File: src/hw/rtl/csp_pkg.sv
// ---------------------------------------------------------------------------
// csp_pkg
// Shared widths, register indexes and sequencer states for the cardinal
// spline path interpolator and its coefficient divider.
// ---------------------------------------------------------------------------
package csp_pkg;

    // Coordinates and configuration
    localparam int COORD_W      = 16;
    localparam int MAX_SEGMENTS = 31;
    localparam int TEN_W        = 17;
    localparam int SEG_W        = 5;
    localparam int CFG_IDX_W    = 1;
    localparam int CFG_DATA_W   = (TEN_W > SEG_W) ? TEN_W : SEG_W;

    localparam logic [TEN_W-1:0] TENSION_RESET = TEN_W'(32768);
    localparam logic [SEG_W-1:0] SEG_RESET     = SEG_W'(8);

    localparam logic [CFG_IDX_W-1:0] REG_TENSION  = CFG_IDX_W'(0);
    localparam logic [CFG_IDX_W-1:0] REG_SEGMENTS = CFG_IDX_W'(1);

    // Step counter and polynomial terms
    localparam int J_W    = $clog2(MAX_SEGMENTS + 1);
    localparam int SQ_W   = 2 * J_W;
    localparam int CUBE_W = 3 * J_W;
    localparam int E_W    = CUBE_W + 3;
    localparam int P_W    = E_W + TEN_W;

    // Basis weights: Q24, one unity shift of 16 and a pre-scale of 8
    localparam int FRAC        = 24;
    localparam int UNITY_SHIFT = 16;
    localparam int PRE_SHIFT   = FRAC - UNITY_SHIFT;
    localparam int CW          = FRAC + 3;
    localparam int DVD_W       = P_W + PRE_SHIFT + 2;

    // Shared multiplier
    localparam int MA_W = CW + 1;
    localparam int MB_W = (COORD_W > TEN_W + 1) ? COORD_W : TEN_W + 1;
    localparam int MP_W = CW + COORD_W;
    localparam int ACC_W = MP_W + 2;

    // Coefficient cache: four weights per step
    localparam int COEF_DEPTH = MAX_SEGMENTS * 4;
    localparam int COEF_AW    = J_W + 2;

    typedef enum logic [4:0] {
        ST_IDLE,
        ST_ECHO,
        ST_SPAN_INIT,
        ST_MUL_S2,
        ST_MUL_S3,
        ST_J_START,
        ST_MUL_J2,
        ST_MUL_A,
        ST_MUL_B,
        ST_MUL_C,
        ST_DIFF,
        ST_MUL_P0,
        ST_MUL_P3,
        ST_DIV_START,
        ST_DIV_WAIT,
        ST_CREAD,
        ST_BLEND,
        ST_OUT
    } t_state;

endpackage

File: src/hw/rtl/csp_div.sv
// ---------------------------------------------------------------------------
// csp_div
// Radix-2 restoring divider with floor rounding for signed dividends.
// One quotient bit per cycle; the quotient must fit in CW-1 magnitude bits.
// ---------------------------------------------------------------------------
module csp_div (
    input  logic                                 i_clk,
    input  logic                                 i_rst_n,
    input  logic                                 i_start,
    input  logic signed [csp_pkg::DVD_W-1:0]     i_dividend,
    input  logic        [csp_pkg::CUBE_W-1:0]    i_divisor,
    output logic                                 o_done,
    output logic signed [csp_pkg::CW-1:0]        o_quotient
);
    import csp_pkg::*;

    localparam int CNT_W = $clog2(CW + 1);

    logic                 r_busy;
    logic                 r_done;
    logic                 r_neg;
    logic [CNT_W-1:0]     r_cnt;
    logic [CUBE_W-1:0]    r_rem;
    logic [CW-1:0]        r_low;

    logic [DVD_W-1:0]     mag;
    logic [CUBE_W:0]      trial;
    logic                 ge;
    logic [CUBE_W:0]      diff;

    // floor(a/d) for negative a equals ~((~a)/d)
    always_comb begin
        mag   = i_dividend[DVD_W-1] ? ~i_dividend : i_dividend;
        trial = {r_rem, r_low[CW-1]};
        ge    = (trial >= {1'b0, i_divisor});
        diff  = trial - {1'b0, i_divisor};
    end

    always_ff @(posedge i_clk) begin
        if (!i_rst_n) begin
            r_busy <= 1'b0;
            r_done <= 1'b0;
        end else begin
            r_done <= 1'b0;
            if (i_start) begin
                r_busy <= 1'b1;
            end else if (r_busy && r_cnt == CNT_W'(1)) begin
                r_busy <= 1'b0;
                r_done <= 1'b1;
            end
        end
    end

    always_ff @(posedge i_clk) begin
        if (i_start) begin
            r_neg <= i_dividend[DVD_W-1];
            r_rem <= mag[CW+CUBE_W-1:CW];
            r_low <= mag[CW-1:0];
            r_cnt <= CNT_W'(CW);
        end else if (r_busy) begin
            r_rem <= ge ? diff[CUBE_W-1:0] : trial[CUBE_W-1:0];
            r_low <= {r_low[CW-2:0], ge};
            r_cnt <= r_cnt - CNT_W'(1);
        end
    end

    assign o_done     = r_done;
    assign o_quotient = r_neg ? ~r_low : r_low;

endmodule
File: config.mk
export PLATFORM = sky130hd
export DESIGN_NAME = csp_div
export DESIGN_NICKNAME = d
export VERILOG_FILES = /design/src/hw/rtl/csp_pkg.sv /design/src/hw/rtl/csp_div.sv
export SDC_FILE = /design/constraint.sdc
export NUM_CORES = 1
export LEC_CHECK = 0
export ABC_AREA = 1
export BUFFER_PORTS_ARGS = -buffer_cell sky130_fd_sc_hd__buf_2
export CORE_MARGIN = 1
export CORE_UTILIZATION = 35
export CTS_CLUSTER_SIZE = 28
export DETAILED_ROUTE_END_ITERATION = 12
export PLACE_DENSITY_LB_ADDON = 0.1
export SYNTH_ARGS = -nofsm -noshare
export SYNTH_HDL_FRONTEND = slang
export SYNTH_SLANG_ARGS = --single-unit
export TNS_END_PERCENT = 20
File: constraint.sdc
create_clock -name i_clk -period 2.65 [get_ports i_clk]
set_input_delay 0.265 -clock i_clk [delete_from_list [all_inputs] [get_ports i_clk]]
set_output_delay 0.265 -clock i_clk [all_outputs]
set_load 0.1 [all_outputs]
; Word-level counts from Yosys, hierarchy flattened
; Cells that the tools add are included.
; Widths: inputs -> output; s select.
[totals]
word_cells = 27
register_bits = 50
output_inout_bits = 28
[classes]
n_mux = 10
bitwise = 3
add_sub_neg = 2
n_eq_ne = 1
magnitude_cmp = 1
n_reduce_logical = 4
[ops]
columns = cell, n
row1 = $mux 27, 3
row2 = $mux 15, 3
row3 = $mux 42, 1
row4 = $not 42->42, 1
row5 = $not 27->27, 1
row6 = $ge 16x15->1, 1
row7 = $sub 15x15->15, 1
row8 = $eq 5x1->1 const B, 1
row9 = $sub 5x1->5 const B, 1
row10 = $reduce_bool 2->1, 2
row11 = $mux 1, 3
row12 = $reduce_or 2->1, 1
row13 = $logic_and 1x1->1, 1
row14 = $not 1->1, 1

; Depth between registers and ports, before layout
[logic_depth]
word_depth = 4
depth_mapped = 14
mapped_depth_nobuf = 14

; Worst setup path after synthesis
; No wires, ideal clock.
[synth_timing]
path_kind = register -> output
from = register r_neg
to = output o_quotient[10] (netlist bit)
setup_slack_ps = 152
path_buffers = 2
t_arrival_ps = 2233
path_stages_with_launch = 4
required_time_ps = 2385
cell_sequence = edfxtp_1 buf_2 buf_2 xor2_1
[synth_via]
elab_chain_len = 1
[synth_lines]
columns = element, line
row1 = from (decl), csp_div.sv:21  ; logic r_neg;
row2 = from (signal assigned), csp_div.sv:56  ; r_neg <= i_dividend[DVD_W-1];
row3 = $mux 27, csp_div.sv:68  ; assign o_quotient = r_neg ? ~r_low : r_low;
row4 = to (decl), csp_div.sv:13  ; output logic signed [csp_pkg::CW-1:0] o_quotient
; Every way passes these cells.

; Worst setup path after layout
[layout_timing]
from = register r_low[26]
to = register r_rem[11] (data pin)
[layout_via]
elab_chain_len = 4
[layout_lines]
columns = element, line
row1 = from (decl), csp_div.sv:24  ; logic [CW-1:0] r_low;
row2 = from (signal assigned), csp_div.sv:58  ; r_low <= mag[CW-1:0];
row3 = from (signal assigned), csp_div.sv:62  ; r_low <= {r_low[CW-2:0], ge};
row4 = $sub 15x15->15 or $ge 16x15->1 (tied branches), "csp_div.sv:36, csp_div.sv:35"
row5 = $mux 15 (*), csp_div.sv:61  ; r_rem <= ge ? diff[CUBE_W-1:0] : trial[CUBE_W-1:0];
row6 = $mux 15 (*), csp_div.sv:60  ; end else if (r_busy) begin
row7 = $mux 15 (*), csp_div.sv:55  ; if (i_start) begin
row8 = to (signal assigned), csp_div.sv:57  ; r_rem <= mag[CW+CUBE_W-1:CW];
row9 = to (signal assigned), csp_div.sv:61
row10 = to (decl), csp_div.sv:23  ; logic [CUBE_W-1:0] r_rem;
; Every way passes the cells marked *; elsewhere a longest branch is shown, timed or not. The select of a mux whose other input is x is not followed.
; A chain may end at the register's enable or synchronous reset.

==> impl_results.md <==
- DRT iter0 DRCs: roughly 190
- Worst skew pair latency: 0.30 ns
- Detailed placement HPWL: 6.83 mm
- Setup bufs post-CTS: 0
- Setup tns final: 0 ns
- TritonCTS clock tree: built
- Initial antenna violation count: 0
- DR DRC count: 0
- VDD IR max: roughly 0.31 mV
- Max-slew violation count: 0
- # setup viols final: 0
- Global-route wire length before repair: 14.5 mm
- Worst R2R Path Depth: 13
- Synth cell types: 28
- Htree depth: 2
- Area Growth Syn to Fin: 18.3%
- Maxcap violations: 0
- Worst Hold Class: in -> reg
- Syn Nets: 578
- Final hold vios: 0
- #FFs+latches synth: 50
- Rows: 37
- Dpl ws: about 0.34 ns
- Most common cell after layout, fill and taps aside: nand2_1
- TritonCTS buffer count: 5
- CP max FO: 16
- Relative slew slack: approximately three fifths
- M3 GR Usage: 2.37%
- Cell Pwr Density: 772 mW/mm2
- RD Place Congestion: roughly 0.82
- Mapped Cells: 497
- Chip Width: 107 um
- Final WS setup: 0.353 ns
- Status: finished, final reports clean
- Tmin final: 2.30 ns
- Kind of critical path: reg -> reg
- Register area share after synthesis: 37.4%
- CTS Hold Buffers Added: 0
- Die area: 0.0114 mm2
- Effective utilization at floorplan: between 30% and 40%
- Vias in the first global route: slightly above 3000
- Post-Route WL: 8.95 mm
- Number of gates resized after cts: 0
- Arrival time worst endpoint: 2.35 ns
- Worst setup EP type: flip-flop
- Vias/cell: 4.54
- Max Clock Freq: 0.435 GHz
- Final period util: 86.7%
- GR Util All Layers: 16.0%
- Met2 GRT Util: between 20% and 30%
- Die span in y: approximately 110 um
- Largest net degree at the start of global routing: 43
- Filler cells: 1157
- Worst-margin pin slew: 0.580 ns
- Synth Cell Area: 0.00383 mm2
- Port bufs: 88
- WL/cell: approximately 12 um
- Share of layout cells above drive strength 1: a little under 20%
- I/O Pins: 91
- Final ANT Viol Nets: 0
- N_diodes: 0
- Skew final: 0.00717 ns
- First drt pass iteration count: 4
- Root Buffer: clkbuf_8
- Worst EP required: 2.71 ns
- Final core occ: between 40% and 50%
- Hold depth: 3
- Vias after detailed routing: 3266
- Top Usage Layer GRT: met2
- Core area: 0.0105 mm2
- Met1 usage: 22.7%
- CP startpoint kind: flip-flop
- Worst-path clk slew: 0.10 ns
- Synth warnings: 0
- Longest Clk Path Bufs: 2
- Unrepaired setup endpoints after global routing: false
- CTS sink count: 50
- Mean Syn Cell Area: between 7 and 8 um2
- P_leak: 2.27 nW
- Total grt overflow: 0
- Most frequent cells in the layout: nand2_1 (154), buf_2 (88), inv_1 (59)
- Layout Nets: between 600 and 700
[cell usage after synthesis (all sizes together)]
master | n | share of area [%]
and3 | 1 | 0.16
nand2 | 159 | 16
nor2 | 20 | 2.2
a21oi | 15 | 2.1
and2 | 2 | 0.33
nand3b | 8 | 1.6
nand4 | 4 | 0.65
o21ai | 38 | 5.0
clkinv | 1 | 0.098
xor2 | 39 | 8.9
buf | 9 | 1.3
ha | 17 | 5.6
dfxtp | 7 | 3.7
edfxtp | 43 | 34
inv | 60 | 5.9
fa | 1 | 0.52
clkbuf | 10 | 0.98
nand3 | 32 | 4.4
nor3 | 1 | 0.13
xnor2 | 30 | 6.9
[final cells by class]
cell class,count,area [um2],share of cell area (%)
clock buffer,6,72.6,1.60
tap,136,170,3.75
multi-input combinational,367,2080,46.0
inverter,61,229,5.05
clock inverter,2,37.5,0.828
sequential,50,1430,31.6
timing repair buffer,97,508,11.2
[path summary, 6_finish.rpt]
kind	to	from	slack, ns
worst max-delay path	r_rem[11]	r_low[26]	0.35
worst min register to register	r_cnt[4]	r_cnt[4]	0.47
worst min-delay path	o_done	i_rst_n	0.20
worst max register to register	r_rem[11]	r_low[26]	0.35
[state kept, by name, summed over array words and instances, names as in the netlist]
signal  cells
r_low      27
r_rem      15
r_cnt       5
o_done      1
r_busy      1
r_neg       1
[power breakdown]
group	leakage [nW]	internal (mW)	switching, mW
Combinational	1.72	0.509	1.34
Clock	0.0514	0.282	0.262
Sequential	0.496	1.02	0.0792
[critical path, cell delays in order (launching register included)]
cell and delay (ns):
edfxtp_1 0.38, inv_1 0.09, ha_1 0.21, fa_1 0.41, inv_1 0.07, nand2_1 0.04
nand2_1 0.13, nand3_1 0.12, nand3_2 0.10, nand2_2 0.07, nand2_4 0.18, nand3_1 0.13
nand2_1 0.09, nand2_1 0.04
[metrics by stage]
step	cells	total power, mW	instance area [um2]	hold slack (ns)
global route	719	3.75	4530	0.182
finish	719	3.50	4530	0.197
CTS	719	3.53	4530	0.188
floorplan	497	2.61	3830	0.364
detailed placement	711	2.98	4420	0.452
global placement	711	2.96	4420	0.440
[logic make-up after synthesis]
group	Yosys count	synth area share, %
DFF	50	37.4
and+or+nand+nor	227	25.5
AOI/OAI and AO/OA	53	7.02
adders and majority gates	18	6.07
buffers and inverters	80	8.30
xor gates and xnor gates	69	15.8
[per-layer routing]
metal,part of all wire (%),wire [um]
met1,49,4360
met2,46,4130
met3,4.7,421
met4,0.44,39
met5,0,0
No activity file was read; power rests on OpenSTA's default activity.
